File: src/design/gbom_pkg.sv
package gbom_pkg;

    localparam int MAX_CANDIDATES_DEF = 64;
    localparam int COORD_BITS_DEF     = 15;

    localparam int IN_COORD_W = 15;
    localparam int TAG_W      = 2;
    localparam int THR_W      = 16;
    localparam int LIM_W      = 16;
    localparam int CFG_W      = 16;
    localparam int CFG_IDX_W  = 2;
    localparam int SLOT_W     = 6;
    localparam int STATUS_W   = 3;

    localparam logic [THR_W-1:0] THR_RESET = 16'd9830;
    localparam logic [LIM_W-1:0] LIM_RESET = 16'd240;

    localparam logic [CFG_IDX_W-1:0] CFG_THRESHOLD = 2'd0;
    localparam logic [CFG_IDX_W-1:0] CFG_LIMIT     = 2'd1;
    localparam logic [CFG_IDX_W-1:0] CFG_ENABLE    = 2'd2;

    typedef enum logic [1:0] {
        OP_CLEAR = 2'd0,
        OP_LOAD  = 2'd1,
        OP_MATCH = 2'd2
    } t_op;

    typedef enum logic [STATUS_W-1:0] {
        ST_LOADED   = 3'd0,
        ST_REJECTED = 3'd1,
        ST_OVERLAP  = 3'd2,
        ST_CENTRE   = 3'd3,
        ST_NOMATCH  = 3'd4,
        ST_CLEARED  = 3'd5
    } t_status;

    typedef struct packed {
        t_status                  status;
        logic [SLOT_W-1:0]        slot;
        logic signed [TAG_W-1:0]  team;
    } t_res;

    localparam int RES_W = $bits(t_res);

endpackage

File: src/design/gbom_fifo.sv
module gbom_fifo
    import gbom_pkg::*;
#(
    parameter int DW    = 8,
    parameter int DEPTH = 2
) (
    input  logic          i_clk,
    input  logic          i_rst_n,
    input  logic          i_push,
    input  logic [DW-1:0] i_data,
    output logic          o_full,
    input  logic          i_pop,
    output logic          o_empty,
    output logic [DW-1:0] o_data
);
    localparam int AW = (DEPTH > 1) ? $clog2(DEPTH) : 1;
    localparam int CW = $clog2(DEPTH + 1);

    logic [DW-1:0] r_mem [DEPTH];
    logic [AW-1:0] r_wp;
    logic [AW-1:0] r_rp;
    logic [CW-1:0] r_cnt;
    logic          w_wr;
    logic          w_rd;

    assign o_full  = (r_cnt == CW'(DEPTH));
    assign o_empty = (r_cnt == '0);
    assign o_data  = r_mem[r_rp];
    assign w_wr    = i_push && !o_full;
    assign w_rd    = i_pop && !o_empty;

    always_ff @(posedge i_clk) begin
        if (w_wr) begin
            r_mem[r_wp] <= i_data;
        end
    end

    always_ff @(posedge i_clk) begin
        if (!i_rst_n) begin
            r_wp  <= '0;
            r_rp  <= '0;
            r_cnt <= '0;
        end else begin
            if (w_wr) begin
                r_wp <= (r_wp == AW'(DEPTH - 1)) ? '0 : r_wp + AW'(1);
            end
            if (w_rd) begin
                r_rp <= (r_rp == AW'(DEPTH - 1)) ? '0 : r_rp + AW'(1);
            end
            if (w_wr && !w_rd) begin
                r_cnt <= r_cnt + CW'(1);
            end else if (w_rd && !w_wr) begin
                r_cnt <= r_cnt - CW'(1);
            end
        end
    end

endmodule

File: config.mk
export PLATFORM = sky130hd
export DESIGN_NAME = gbom_fifo
export DESIGN_NICKNAME = d
export VERILOG_FILES = /design/src/design/gbom_pkg.sv /design/src/design/gbom_fifo.sv
export SDC_FILE = /design/constraint.sdc
export NUM_CORES = 1
export LEC_CHECK = 0
export BUFFER_PORTS_ARGS = -buffer_cell sky130_fd_sc_hd__buf_4
export CORE_MARGIN = 2
export CORE_UTILIZATION = 49
export CTS_CLUSTER_SIZE = 40
export DETAILED_ROUTE_END_ITERATION = 16
export HOLD_SLACK_MARGIN = 0.12
export PLACE_DENSITY = 0.75
export SLEW_MARGIN = 20
export SYNTH_ARGS = -nofsm -noshare
export SYNTH_HDL_FRONTEND = slang
export SYNTH_SLANG_ARGS = --single-unit
File: constraint.sdc
create_clock -name i_clk -period 1.72 [get_ports i_clk]
set_input_delay 0.258 -clock i_clk [delete_from_list [all_inputs] [get_ports i_clk]]
set_output_delay 0.258 -clock i_clk [all_outputs]
set_load 0.03 [all_outputs]
# --- After elaboration in Yosys (flattened, before gate mapping) ---
# Memories as Yosys holds them, arrays and structs flattened. A register that Yosys moved wholly into a read port is not among the register bits.
# Cells that the tools add are included.
word_totals:
  reg_bits: 4
  ramBits: 16
  mem_count: 1
classes:
  addsub: 4
  n_eq_ne: 1
  n_mux: 8
  n_reduce_logical: 10
memory_table:
  columns: ["name", "words", "width", "read_ports", "rd_clocked_by_memory_dff", "write_ports", "line", "source"]
  rows:
  - ["r_mem", 2, 8, 1, 1, 1, "gbom_fifo.sv:19", "logic [DW-1:0] r_mem [DEPTH];"]
ops:
  columns: ["cell", "count"]
  rows:
  - ["$mux W1", 6]
  - ["$logic_and A1 B1 Y1", 4]
  - ["$logic_not A1 Y1", 4]
  - ["$mux W2", 2]
  - ["$add A1 B1 Y1 const B", 2]
  - ["$add A2 B1 Y2 const B", 1]
  - ["$eq A2 B2 Y1 const B", 1]
  - ["$logic_not A2 Y1", 1]
  - ["$reduce_bool A2 Y1", 1]
  - ["$sub A2 B1 Y2 const B", 1]

# --- Logic depth before layout (Yosys ltp) ---
logic_depth:
  depth_word: 7
  mapped_depth: 7
  depth_no_buf: 7

# --- Least setup slack after synthesis ---
# Ideal clock, no wire load.
synth_timing:
  path_type: "register to register"
  start: "register r_cnt[0]"
  end: "register r_cnt[1]"
  t_arrival_ps: 1482
  path_slack_ps: 168
  path_stages_with_launch: 7
  path_buffers: 0
  path_cell_list: "dfxtp_1 nand2b_1 inv_2 nor2_1 ha_1 or3_1 a21boi_1"
synth_via:
  elab_chain_len: 6
synth_rtl:
  columns: ["element", "line", "source"]
  rows:
  - ["start: declaration", "gbom_fifo.sv:22", "logic [CW-1:0] r_cnt;"]
  - ["start signal: assignment", "gbom_fifo.sv:51", "r_cnt <= r_cnt + CW'(1);"]
  - ["start signal: assignment", "gbom_fifo.sv:53", "r_cnt <= r_cnt - CW'(1);"]
  - ["$eq A2 B2 Y1 *", "gbom_fifo.sv:26", "assign o_full = (r_cnt == CW'(DEPTH));"]
  - ["via o_full", "gbom_fifo.sv:11", "output logic o_full,"]
  - ["$logic_not A1 Y1 *", "gbom_fifo.sv:29", "assign w_wr = i_push && !o_full;"]
  - ["$logic_and A1 B1 Y1 *", "gbom_fifo.sv:29", null]
  - ["$logic_not A1 Y1", "gbom_fifo.sv:52", "end else if (w_rd && !w_wr) begin"]
  - ["$logic_and A1 B1 Y1", "gbom_fifo.sv:52", null]
  - ["$reduce_bool A2 Y1 (no line)", null, null]
# The timed path passes the listed nets; every way through them passes the cells marked *. The select of a mux whose other input is x is not followed.
# A chain may end at the register's enable or synchronous reset.

==> run_results.csv <==
group,metric,value,unit
outcome,status,"finished clean",
timing,tightest_slew,429.7,ps
cells_and_area,antenna_cells,0,
synthesis,synth_compound_area_frac,0.04019,
die,die_area,0.001993,mm2
detailed_routing,wl_per_cell,12.64,um
detailed_routing,dr.pass1.iters,2,
timing,final.period_utilization,0.9599,
place,port_buffers,21,
synthesis,yosys.area_share.simple,0.06801,
critical_path,max_stage_delay,550,ps
critical_path,crit_buf_inv,1,
grt,antenna_found_initial,0,
critical_path,crit_path_end_kind,"output pin",
synthesis,yosysWarningCount,0,
detailed_routing,vias_per_cell,5.283,
die,initial_core_util,0.5312,
place,placed_cell_area,989.7,um2
clock_network,insertion_delay,290,ps
synthesis,synth_nets,63,
detailed_routing,initialDrtViolationCount,7,
synthesis,synthXorXnorAreaFrac,0.03246,
clock_network,cts_resized,0,
synthesis,seq_area_frac_synth,0.7172,
synthesis,syn_inst,50,
power_and_ir_drop,peakVddDrop,0.8736,mV
timing,min_period,1651,ps
critical_path,critical_path.slowest_cell,"dfxtp_1",
place,gp_congestion,0.7206,
power_and_ir_drop,p_leak,0.4059,nW
critical_path,timing.rr.start,"r_cnt[0]",
critical_path,critPathMaxFanout,8,
critical_path,critPathLaunchType,"flop",
die,pin_count,22,
detailed_routing,ant_nets,0,
clock_network,clock_path_buffers,2,
synthesis,avgSynthCellArea,16.19,um2
critical_path,cp.required,1460,ps
critical_path,worstPathArrival,1390,ps
grt,grt_util_all_layers,0.1373,
clock_network,cts_setup_buffers,0,
timing,finalMaxSlewViolations,0,
cells_and_area,drive_gt1_frac,0.4605,
detailed_routing,remaining_drc_errors,0,
job,drv_cap,0,
synthesis,synthMuxAreaShare,0.1113,
synthesis,netlist.top_cell.by_area,"edfxtp_1",
critical_path,r2r_cells,6,
clock_network,cts.htree.levels,1,
synthesis,syn_area,809.5,um2
hold_path,hold_end,"r_mem[1][4]",
synthesis,ys_types,20,
grt,grt-ovfl-total,0,
grt,grt_pass1_wl,1.856,mm
timing,finalHoldViolations,0,
clock_network,cts_root_buf,"clkbuf_4",
die,die_h,44.65,um
die,rows,14,
clock_network,cts_buffers,3,
detailed_routing,via_count,486,
power_and_ir_drop,power.density,1520,mW/mm2
timing,slew_headroom,0.7135,
hold_path,hold_path.class,"in2reg",
grt,grt_max_degree,12,
synthesis,synth_area_leaders,"edfxtp_1, dfxtp_1, mux2_2, and2_1, xnor2_1",
clock_network,clock_sinks,21,
clock_network,cts_tree,"yes",
timing,max_freq,605.7,MHz
detailed_routing,routed_wl,1.163,mm
synthesis,synth_fa_ha_area_frac,0.01546,
cells_and_area,area_growth,26.74,%
grt,grt_pass1_vias,476,
cells_and_area,num-fill-cells,122,
cells_and_area,final_cell_mix,"buf_4, edfxtp_1, mux2_2",
timing,fin_skew,5.812,ps
timing,finalSetupTns,0,ps
cells_and_area,layout_commonest_cell,"buf_4",
critical_path,path_class,"reg2out",
timing,rsz0062_at_grt,"false",
hold_path,worst_hold_path.num_cells,1,
cells_and_area,fin_area,0.001026,mm2
die,die_w,44.65,um
synthesis,yosys.area.top_type_share,0.5935,
synthesis,synth_top_family_by_area,"multiplexers",
critical_path,cp_top_family,"flip-flops",
critical_path,r2r_end,"r_cnt[1]",
place,hpwl,843.7,um
synthesis,ys_ff_latch,21,
cells_and_area,nets,90,
critical_path,r2r_slack,160,ps
critical_path,cp_cell_sequence,"mux2_2 > buf_4",
hold_path,worstHoldStart,"i_data[4]",
die,coreArea,0.001524,mm2
timing,holdWs,147.0,ps
timing,finalSetupViolCount,0,
clock_network,clkTransAtPathRegs,110,ps
## how the worst max path moves through the flow
stage / from / endpoint / slack [ps] / cells after the start
after floorplan: r_cnt[0] / r_cnt[1] / 170 / 6
after detailed placement: r_cnt[0] / r_cnt[1] / 160 / 6
after CTS: flop / o_data[1] / 30 / 2
after global placement: r_cnt[0] / r_cnt[1] / 230 / 6
final: flop / o_data[1] / 70 / 2
after global routing: r_cnt[0] / r_cnt[1] / 0.9 / 6
## stage by stage
| stage | setup slack [ps] | total power [mW] | std cells | utilization |
|---|---|---|---|---|
| after CTS | 32.46 | 1.582 | 91 | 0.6667 |
| after global routing | 0.8611 | 1.653 | 92 | 0.6732 |
| final | 68.95 | 1.560 | 92 | 0.6732 |
| after floorplan | 168.0 | 1.147 | 50 | - |
| after detailed placement | 164.3 | 1.353 | 87 | 0.6494 |
| after global placement | 234.1 | 1.338 | 87 | 0.6494 |
## report_power, final
group	switching (mW)	total, mW	internal [mW]
Sequential	0.0664	0.713	0.647
Combinational	0.341	0.626	0.285
Clock	0.131	0.221	0.0900
## cell families (layout without fill, tap and decap cells)
kind of cell               Yosys count  count (layout)
DFF                                 21              21
and+or+nand+nor                      9               9
muxes                                8               8
AOI/OAI and AO/OA                    5               5
xor gates and xnor gates             3               3
buffers and inverters                3              29
adders and majority gates            1               1
## per-layer routing
metal / GRT usage / share of wire / vias to the layer above
met4: 0.07273 / 0.0077 / 0
met1: 0.1250 / 0.40 / 236
met5: 0 / 0 / -
met2: 0.2580 / 0.54 / 11
met3: 0.04898 / 0.049 / 2
li1: - / - / 237
## synthesized netlist by cell type
cell type  number
edfxtp_1       16
and3_1          1
and2_1          3
a21boi_0        1
inv_2           1
o21a_1          1
inv_1           1
nand2b_1        1
dfxtp_1         5
buf_2           1
ha_1            1
o21ai_1         1
xnor2_1         2
o21ai_0         1
nor3_2          1
nor2_1          2
mux2_2          8
or3_1           1
xor2_1          1
a21boi_1        1
## repair_timing
| action | 4_1_cts | 5_1_grt |
|---|---|---|
| hold buffers | 0 | 1 |
| endpoints found under the setup margin | 0 | 0 |
| endpoints found under the hold margin | 0 | 2 |
## state kept, by name, indices dropped and copies added (netlist names), named ones only
signal	cells
r_rp	1
r_wp	1
r_mem	16
r_cnt	2
## area by class of cell
type	count	area, um2	area share
well taps	16	20.02	0.01951
flip-flops and latches	21	580.6	0.5659
repair buffers	23	175.2	0.1707
inverters	2	7.507	0.007317
clock buffers	4	26.28	0.02561
multi-input cells	26	216.5	0.2110
(Power assumes the default switching activity.)
