$ cat src/design/gbom_pkg.sv
package gbom_pkg;

    localparam int MAX_CANDIDATES_DEF = 64;
    localparam int COORD_BITS_DEF     = 15;

    localparam int IN_COORD_W = 15;
    localparam int TAG_W      = 2;
    localparam int THR_W      = 16;
    localparam int LIM_W      = 16;
    localparam int CFG_W      = 16;
    localparam int CFG_IDX_W  = 2;
    localparam int SLOT_W     = 6;
    localparam int STATUS_W   = 3;

    localparam logic [THR_W-1:0] THR_RESET = 16'd9830;
    localparam logic [LIM_W-1:0] LIM_RESET = 16'd240;

    localparam logic [CFG_IDX_W-1:0] CFG_THRESHOLD = 2'd0;
    localparam logic [CFG_IDX_W-1:0] CFG_LIMIT     = 2'd1;
    localparam logic [CFG_IDX_W-1:0] CFG_ENABLE    = 2'd2;

    typedef enum logic [1:0] {
        OP_CLEAR = 2'd0,
        OP_LOAD  = 2'd1,
        OP_MATCH = 2'd2
    } t_op;

    typedef enum logic [STATUS_W-1:0] {
        ST_LOADED   = 3'd0,
        ST_REJECTED = 3'd1,
        ST_OVERLAP  = 3'd2,
        ST_CENTRE   = 3'd3,
        ST_NOMATCH  = 3'd4,
        ST_CLEARED  = 3'd5
    } t_status;

    typedef struct packed {
        t_status                  status;
        logic [SLOT_W-1:0]        slot;
        logic signed [TAG_W-1:0]  team;
    } t_res;

    localparam int RES_W = $bits(t_res);

endpackage

$ cat src/design/gbom_fifo.sv
module gbom_fifo
    import gbom_pkg::*;
#(
    parameter int DW    = 8,
    parameter int DEPTH = 2
) (
    input  logic          i_clk,
    input  logic          i_rst_n,
    input  logic          i_push,
    input  logic [DW-1:0] i_data,
    output logic          o_full,
    input  logic          i_pop,
    output logic          o_empty,
    output logic [DW-1:0] o_data
);
    localparam int AW = (DEPTH > 1) ? $clog2(DEPTH) : 1;
    localparam int CW = $clog2(DEPTH + 1);

    logic [DW-1:0] r_mem [DEPTH];
    logic [AW-1:0] r_wp;
    logic [AW-1:0] r_rp;
    logic [CW-1:0] r_cnt;
    logic          w_wr;
    logic          w_rd;

    assign o_full  = (r_cnt == CW'(DEPTH));
    assign o_empty = (r_cnt == '0);
    assign o_data  = r_mem[r_rp];
    assign w_wr    = i_push && !o_full;
    assign w_rd    = i_pop && !o_empty;

    always_ff @(posedge i_clk) begin
        if (w_wr) begin
            r_mem[r_wp] <= i_data;
        end
    end

    always_ff @(posedge i_clk) begin
        if (!i_rst_n) begin
            r_wp  <= '0;
            r_rp  <= '0;
            r_cnt <= '0;
        end else begin
            if (w_wr) begin
                r_wp <= (r_wp == AW'(DEPTH - 1)) ? '0 : r_wp + AW'(1);
            end
            if (w_rd) begin
                r_rp <= (r_rp == AW'(DEPTH - 1)) ? '0 : r_rp + AW'(1);
            end
            if (w_wr && !w_rd) begin
                r_cnt <= r_cnt + CW'(1);
            end else if (w_rd && !w_wr) begin
                r_cnt <= r_cnt - CW'(1);
            end
        end
    end

endmodule

$ cat src/design/gbom_front.sv
module gbom_front
    import gbom_pkg::*;
#(
    parameter int COORD_BITS = COORD_BITS_DEF
) (
    input  logic                    i_clk,
    input  logic                    i_rst_n,
    input  logic                    i_push,
    output logic                    o_full,
    input  logic [1:0]              i_op,
    input  logic [IN_COORD_W-1:0]   i_left,
    input  logic [IN_COORD_W-1:0]   i_top,
    input  logic [IN_COORD_W-1:0]   i_right,
    input  logic [IN_COORD_W-1:0]   i_bottom,
    input  logic signed [TAG_W-1:0] i_team_tag,
    output logic                    o_valid,
    input  logic                    i_pop,
    output t_op                     o_op,
    output logic                    o_good,
    output logic [COORD_BITS-1:0]   o_left,
    output logic [COORD_BITS-1:0]   o_top,
    output logic [COORD_BITS-1:0]   o_right,
    output logic [COORD_BITS-1:0]   o_bottom,
    output logic signed [TAG_W-1:0] o_tag
);
    localparam int C  = COORD_BITS;
    localparam int DW = 2 + 1 + 4 * C + TAG_W;

    logic [C-1:0]  w_l;
    logic [C-1:0]  w_t;
    logic [C-1:0]  w_r;
    logic [C-1:0]  w_b;
    logic          w_known;
    logic          w_good;
    logic          w_empty;
    logic [DW-1:0] w_in;
    logic [DW-1:0] w_out;

    assign w_l = C'(i_left);
    assign w_t = C'(i_top);
    assign w_r = C'(i_right);
    assign w_b = C'(i_bottom);

    // An unknown op is taken and dropped without a result.
    assign w_known = (i_op == OP_CLEAR) || (i_op == OP_LOAD) || (i_op == OP_MATCH);
    assign w_good  = (w_r > w_l) && (w_b > w_t);
    assign w_in    = {i_op, w_good, w_l, w_t, w_r, w_b, i_team_tag};

    gbom_fifo #(
        .DW    (DW),
        .DEPTH (2)
    ) u_cmdq (
        .i_clk   (i_clk),
        .i_rst_n (i_rst_n),
        .i_push  (i_push && w_known),
        .i_data  (w_in),
        .o_full  (o_full),
        .i_pop   (i_pop),
        .o_empty (w_empty),
        .o_data  (w_out)
    );

    assign o_valid  = !w_empty;
    assign o_op     = t_op'(w_out[DW-1 -: 2]);
    assign o_good   = w_out[DW-3];
    assign o_left   = w_out[TAG_W+4*C-1 -: C];
    assign o_top    = w_out[TAG_W+3*C-1 -: C];
    assign o_right  = w_out[TAG_W+2*C-1 -: C];
    assign o_bottom = w_out[TAG_W+C-1 -: C];
    assign o_tag    = w_out[TAG_W-1:0];

endmodule

$ cat config.mk
export PLATFORM = sky130hd
export DESIGN_NAME = gbom_front
export DESIGN_NICKNAME = d
export VERILOG_FILES = /design/src/design/gbom_pkg.sv /design/src/design/gbom_fifo.sv /design/src/design/gbom_front.sv
export SDC_FILE = /design/constraint.sdc
export NUM_CORES = 1
export LEC_CHECK = 0
export ABC_AREA = 1
export ABC_CLOCK_PERIOD_IN_PS = 11600
export BUFFER_PORTS_ARGS = -buffer_cell sky130_fd_sc_hd__buf_2
export CAP_MARGIN = 25
export CORE_MARGIN = 2
export CORE_UTILIZATION = 30
export CTS_BUF_LIST = sky130_fd_sc_hd__clkbuf_8
export CTS_CLUSTER_SIZE = 12
export DETAILED_ROUTE_END_ITERATION = 10
export GPL_ROUTABILITY_DRIVEN = 0
export PLACE_DENSITY = 0.46
export SYNTH_ARGS = -nofsm -noshare
export SYNTH_HDL_FRONTEND = slang
export SYNTH_HIERARCHICAL = 1
export SYNTH_SLANG_ARGS = --single-unit
$ cat constraint.sdc
create_clock -name i_clk -period 11.6 [get_ports i_clk]
set_clock_uncertainty 0.1 [all_clocks]
set_input_delay 2.32 -clock i_clk [delete_from_list [all_inputs] [get_ports i_clk]]
set_output_delay 2.32 -clock i_clk [all_outputs]
set_load 0.01 [all_outputs]
Word level (Yosys, flattened, before mapping)
Memories as Yosys holds them, arrays and structs flattened. A register that Yosys moved wholly into a read port is not among the register bits.
Cells that the tools add are included.
W data, S select, Z words.

operators by class
  reductions and logical operators = 15
  add/sub/neg operators = 4
  eq/ne operators = 3
  multiplexer cells = 8
  magnitude comparators = 2

operator list
  operator               count
  $gt A15 B15 Y1         2
  $logic_and A1 B1 Y1    6
  $mux W1                6
  $eq A2 B2 Y1 const B   2
  $logic_not A1 Y1       4
  $logic_not A2 Y1       2
  $mux W2                2
  $add A1 B1 Y1 const B  2
  $add A2 B1 Y2 const B  1
  $eq A2 B1 Y1 const B   1
  $logic_or A1 B1 Y1     2
  $reduce_bool A2 Y1     1
  $sub A2 B1 Y2 const B  1

word-level totals
  memories kept = 1
  memory bits (writable) = 130
  word-level logic and storage cells = 36
  register bits after elaboration = 4
  input bits = 68

memory list
  memory        words  bits a word  rd ports  clocked after memory_dff  wr ports  line             source
  u_cmdq.r_mem  2      65           1         1                         1         gbom_fifo.sv:19  logic [DW-1:0] r_mem [DEPTH];

Logic depth before layout (Yosys ltp)
Gate-level depths: netlist of the first run.

  depth after elaboration = 9
  mapped depth = 11

Modules after synthesis
The synthesis of the first run kept the hierarchy.

by module, submodules not included
  module      area each (um2)  times used  seq. area each (um2)  cells an instance
  gbom_fifo   5141.2           1           4003.8                240
  gbom_front  890.9            1           0.0                   153

Worst setup path before layout of the first run
No wires, ideal clock.

  kind = in2reg
  from = in i_push
  to = mem u_cmdq/r_mem[0][0] in the netlist's numbering, enable pin
  data arrival time = 5.348 ns
  path buffers = 0
  slack = 5.664 ns
  stages on the path = 3
  data required time = 11.012 ns
  path through = a21boi_0 > o21ai_2 > nor2_1

between the ends
  cells in the longest elaborated chain, start to end = 4

RTL lines
  item                           line              source
  start: declaration             gbom_front.sv:8   input logic i_push,
  $logic_and A1 B1 Y1            gbom_front.sv:55  .i_push (i_push && w_known),
  $logic_and A1 B1 Y1            gbom_fifo.sv:29   assign w_wr = i_push && !o_full;
  $mux W1                        gbom_fifo.sv:33   if (w_wr) begin
  $mux W1 (not written as such)  gbom_fifo.sv:34   r_mem[r_wp] <= i_data;
  end: declaration               gbom_fifo.sv:19

No other way between the ends.

==> results.sh, run 1 <==
export IMPL_outcome="completed"
export IMPL_worst_slack_ns=6.849
export IMPL_yosys_area_top_type="edfxtp_1"
export IMPL_reg2reg_from="u_cmdq/r_cnt[0]"
export IMPL_clk_latency_ns=0.43
export IMPL_via_count=3423
export IMPL_startpoint_type="flip-flop"
export IMPL_yosysUniqueCellTypes=20
export IMPL_end_kind="primary output"
export IMPL_cts_buffers=17
export IMPL_ant_nets=0
export IMPL_drc=0
export IMPL_tightest_slew_ns=1.009
export IMPL_async_flop_share=0
export IMPL_syn_area_mm2=0.006032
export IMPL_hpwl_mm=8.466
export IMPL_maxCapViolations=0
export IMPL_syn_avg_cell_area_um2=15.35
export IMPL_required_ns=9.18
export IMPL_grtUsageTotal=0.1215
export IMPL_dieArea_mm2=0.02126
export IMPL_via_per_inst=4.169
export IMPL_path_max_fanout=54
export IMPL_dr_pass1_iters=4
export IMPL_fin_area_mm2=0.007327
export IMPL_fmax_mhz=210.5
export IMPL_routed_wl_mm=12.47
export IMPL_layout_min_cycle_time_ns=4.751
export IMPL_tns_ns=0
export IMPL_ys_seq_area_frac=0.6638
export IMPL_total_leakage_power_nw=3.106
export IMPL_synth_edf_count=130
export IMPL_synthFlopType="edfxtp_1"
export IMPL_grt_overflow=0
export IMPL_min_from="u_cmdq/r_rp"
export IMPL_row_count=51
export IMPL_clk_path_buf_depth=2
export IMPL_crit_slowest_cell="buf_4"
export IMPL_cts_root_buf="clkbuf_8"
export IMPL_cts_tree="built"
export IMPL_synth_most_common_cell="edfxtp_1"
export IMPL_fin_hold_ws_ns=0.4093
export IMPL_arrival_ns=2.33
export IMPL_dieWidth_um=145.8
export IMPL_synth_cells=393
export IMPL_maxSlewViolCount=0
export IMPL_antenna_found_initial=2
export IMPL_synth_nets=492
export IMPL_setup_viol=0
export IMPL_synth_common_cells="130 x edfxtp_1, 53 x inv_1, 50 x mux2_4, 50 x nand2_1, 31 x ha_1"
export IMPL_die_h_um=145.8
export IMPL_cts_repair_resized=0
export IMPL_cts_sinks=135
export IMPL_layout_drive_gt1_share=0.4144
export IMPL_criticalPathCategory="flip-flop to primary output"
export IMPL_numPortBuffers=134
export IMPL_start_util=0.3079
export IMPL_peakVddDrop_v=0.00008042
export IMPL_synth_area_leaders="edfxtp_1 65%, mux2_4 12%, ha_1 6.4%, inv_1 3.3%, nand2_1 3.1%"
export IMPL_pre_cts_slack_ns=7.261
export IMPL_finalCritPeriodShare=0.4096
export IMPL_core_area_mm2=0.01959
export IMPL_synth_seq_cells=135
export IMPL_path_cells="buf_4 -> mux2_2 -> buf_2"
export IMPL_grt_pass1_wl_mm=19.54
export IMPL_area_growth_pct=21.47
export IMPL_min_path_type="flip-flop to flip-flop"
export IMPL_wl_per_cell_um=15.18
export IMPL_synth_top_area_share=0.6472
export IMPL_dpl_instance_area_mm2=0.007003
export IMPL_grt_max_degree=66
export IMPL_path_clk_slew_ns=0.07
export IMPL_htree_levels=4
export IMPL_critPathMaxStageDelay_ns=0.82
export IMPL_relSlewSlack=0.3271
export IMPL_synth_warning_count=6
export IMPL_ios=135
export IMPL_drt_iter0_markers=118
export IMPL_post_cts_buffers=0
export IMPL_rsz0062_at_grt="no"
export IMPL_postCtsHoldBufs=0
export IMPL_p_per_area_mw_per_mm2=174.8
export IMPL_grt_pass1_vias=3636
export IMPL_final_nets=641
export IMPL_hold_violations=0
power by group:
group	switching, mW	internal (mW)
clock network	0.169	0.159
logic	0.174	0.160
registers	0.0199	0.599
total	0.363	0.917
layout make-up:
type,instances,area [um2]
multi-input combinational,198,1772
fill,1960,12260
tap,265,331.6
timing repair buffer,137,693.2
inverter,53,198.9
sequential,135,4008
clock inverter,15,87.58
antenna,1,2.502
clock buffer,17,234.0
worst paths after layout:
check / endpoint / slack [ns] / cells after the start
max: o_left[1] / 6.85 / 3
min: u_cmdq/r_rp / 0.41 / 2
max reg2reg: u_cmdq/r_mem[1][34] / 9.68 / 3
min reg2reg: u_cmdq/r_rp / 0.41 / 2
worst max-delay path: cells and delay by family (launching register included):
| kind | cells | cell delay [ns] |
|---|---|---|
| muxes | 1 | 0.43 |
| buffers and inverters | 2 | 0.96 |
| DFF | 1 | 0.47 |
stage by stage:
stage	utilization	power [mW]	std cells
2_1_floorplan	-	0.8580	393
3_3_place_gp	0.3575	0.9670	788
3_5_place_dp	0.3575	0.9714	788
4_1_cts	0.3739	1.307	820
5_1_grt	0.3739	1.358	820
6_report	0.3740	1.281	821
cells in the final DEF, fill, tap and decap left out, types with 3 or more instances in the layout:
cell / n
nor2_2: 3
buf_4: 3
clkinv_1: 5
mux2_4: 50
clkbuf_8: 17
buf_2: 134
nand3_1: 6
mux2_2: 15
inv_1: 60
ha_1: 31
nor2_1: 20
dfxtp_1: 4
edfxtp_1: 130
a21oi_1: 11
nand2_1: 50
kinds of logic (layout without fill, tap and decap cells):
kind of cell / Yosys count / after routing / synth area share
simple gates: 85 / 85 / 0.05849
fa+ha+maj: 31 / 31 / 0.06430
compound gates: 17 / 17 / 0.01597
flops: 135 / 135 / 0.6638
other cells: 0 / 1 / 0
buf+inv: 60 / 222 / 0.04501
mux: 65 / 65 / 0.1525
routing by layer:
metal  GRT usage  routed length [um]
met2      0.1969                5864
met1      0.1469                5521
met5           0                   0
met4     0.04706                 174
met3     0.04608                 904
sequential cells by signal, indices dropped and copies added, names as in the netlist, named ones only:
name	count
u_cmdq/r_mem	130
u_cmdq/r_wp	1
u_cmdq/r_cnt	2
u_cmdq/r_rp	1
Note: power is estimated with default switching activity, not from simulation.
==> run 2: changes to the inputs <==
- ABC_CLOCK_PERIOD_IN_PS: 11600 -> 4700
- clock period: 11.6 -> 4.7 ns (I/O delays scaled with it)
==> results.sh, run 2 (synthesized netlist as in run 1, its figures left out) <==
export IMPL_arrival_ns=2.21
export IMPL_via_per_inst=4.175
export IMPL_total_leakage_power_nw=3.153
export IMPL_p_per_area_mw_per_mm2=454.8
export IMPL_required_ns=3.66
export IMPL_grtUsageTotal=0.1201
export IMPL_routed_wl_mm=12.43
export IMPL_via_count=3440
export IMPL_fmax_mhz=307.3
export IMPL_clk_latency_ns=0.43
export IMPL_row_count=51
export IMPL_post_cts_buffers=0
export IMPL_path_delay_family="flip-flops"
export IMPL_layout_drive_gt1_share=0.4355
export IMPL_min_path_type="flip-flop to flip-flop"
export IMPL_holdPathEnd="u_cmdq/r_rp"
export IMPL_numPortBuffers=134
export IMPL_fillCellCount=1917
export IMPL_crit_slowest_cell="dfxtp_4"
export IMPL_dr_pass1_iters=5
export IMPL_rsz0062_at_grt="no"
export IMPL_path_clk_slew_ns=0.08
export IMPL_cts_repair_resized=0
export IMPL_tns_ns=0
export IMPL_die_h_um=145.8
export IMPL_path_max_fanout=31
export IMPL_rrSetupSlack_ns=3.03
export IMPL_largest_reg_flops=130
export IMPL_hold_violations=0
export IMPL_setup_viol=0
export IMPL_relSlewSlack=0.6170
export IMPL_grt_pass1_wl_mm=19.38
export IMPL_rr_endpoint="u_cmdq/r_cnt[1]"
export IMPL_critPathMaxStageDelay_ns=0.72
export IMPL_area_growth_pct=23.83
export IMPL_wl_per_cell_um=15.08
export IMPL_dieArea_mm2=0.02126
export IMPL_hpwl_mm=8.787
export IMPL_grt_pass1_vias=3669
export IMPL_maxSlewViolCount=0
export IMPL_finalCritPeriodShare=0.6923
export IMPL_cts_root_buf="clkbuf_8"
export IMPL_cts_tree="built"
export IMPL_peakVddDrop_v=0.0001885
export IMPL_antenna_found_initial=1
export IMPL_dieWidth_um=145.8
export IMPL_htree_levels=4
export IMPL_grt_max_degree=35
export IMPL_end_kind="primary output"
export IMPL_layout_common_cells="134 x buf_2, 130 x edfxtp_1, 55 x inv_1, 50 x nand2_1, 50 x mux2_4"
export IMPL_startpoint_type="flip-flop"
export IMPL_worst_slack_ns=1.446
export IMPL_postCtsHoldBufs=0
export IMPL_drt_iter0_markers=141
export IMPL_min_path_cells=2
export IMPL_largestRegisters="u_cmdq/r_mem x130, u_cmdq/r_cnt x2"
export IMPL_cts_sinks=135
export IMPL_ant_nets=0
export IMPL_drc=0
export IMPL_cp_num_buf_inv=2
export IMPL_cts_buffers=17
export IMPL_min_from="u_cmdq/r_rp"
export IMPL_tightest_slew_ns=0.5745
export IMPL_layout_min_cycle_time_ns=3.254
export IMPL_criticalPathCategory="flip-flop to primary output"
export IMPL_path_cells="buf_4 -> mux2_2 -> buf_2"
export IMPL_outcome="completed"
export IMPL_layout_commonest_cell="buf_2"
export IMPL_maxCapViolations=0
export IMPL_start_util=0.3079
export IMPL_core_area_mm2=0.01959
export IMPL_clk_path_buf_depth=2
export IMPL_final_nets=644
export IMPL_pre_cts_slack_ns=1.885
export IMPL_grt_overflow=0
export IMPL_ios=135
export IMPL_top_register="u_cmdq/r_mem"
export IMPL_rr_worst_depth=9
export IMPL_reg2reg_from="u_cmdq/r_cnt[1]"
==> run 2: cell count changes in the layout (fill, tap and decap cells not counted), sizes merged <==
cell,previous run,this run
inv,60,56
clkinv,6,2
bufinv,1,4
clkinvlp,1,4
buf,137,140
clkbuf,17,19
==> run 2: worst max path at each step <==
stage | startpoint | to | depth (start not counted)
global route | flip-flop | o_top[10] | 3
detailed placement | flip-flop | o_top[10] | 3
finish | flip-flop | o_top[10] | 3
floorplan | i_push | u_cmdq/r_mem[0][0] | 3
global placement | flip-flop | o_top[10] | 3
CTS | flip-flop | o_top[10] | 3
==> run 2: cell type report <==
type                    count  area (um2)  share of cell area
diodes                      1       2.502           0.0003350
inverters                  53       198.9             0.02663
clock buffers              19       261.5             0.03501
clock inverters            13       180.2             0.02412
flip-flops and latches    135        4008              0.5365
multi-input cells         198        1772              0.2372
repair buffers            140       715.7             0.09581
well taps                 265       331.6             0.04439
==> run 2: metrics by stage <==
stage | cell area [um2] | total power [mW] | instances | hold WS (ns) | utilization
global route | 7467 | 3.580 | 823 | 0.4588 | 0.3812
floorplan | 6032 | 2.118 | 393 | 0.3669 | -
finish | 7470 | 3.397 | 824 | 0.4192 | 0.3813
CTS | 7467 | 3.466 | 823 | 0.4235 | 0.3812
detailed placement | 7025 | 2.396 | 791 | 0.4033 | 0.3586
global placement | 7025 | 2.383 | 791 | 0.3884 | 0.3586
==> run 2: worst reg2reg max path, cell delays in order (launching register included) <==
cell and delay, ns:
dfxtp_1 0.35, inv_1 0.08, o21ai_2 0.31, inv_1 0.12
ha_1 0.34, inv_1 0.08, nand3_1 0.07, nand2_1 0.06
inv_1 0.04, nor2_1 0.08
==> run 2: report_power, final <==
group          internal, mW  switching [mW]  total, mW
combinational         0.394           0.404      0.799
sequential             1.47          0.0755       1.55
clock                 0.604           0.444       1.05
==> run 2: routing by layer <==
metal  vias to the layer above  GRT usage  wire (um)
li1                       1700          -          -
met1                      1623     0.1446       5574
met2                       109     0.1939       5882
met3                         8    0.04984        853
met4                         0    0.04265        116
met5                         -          0          0
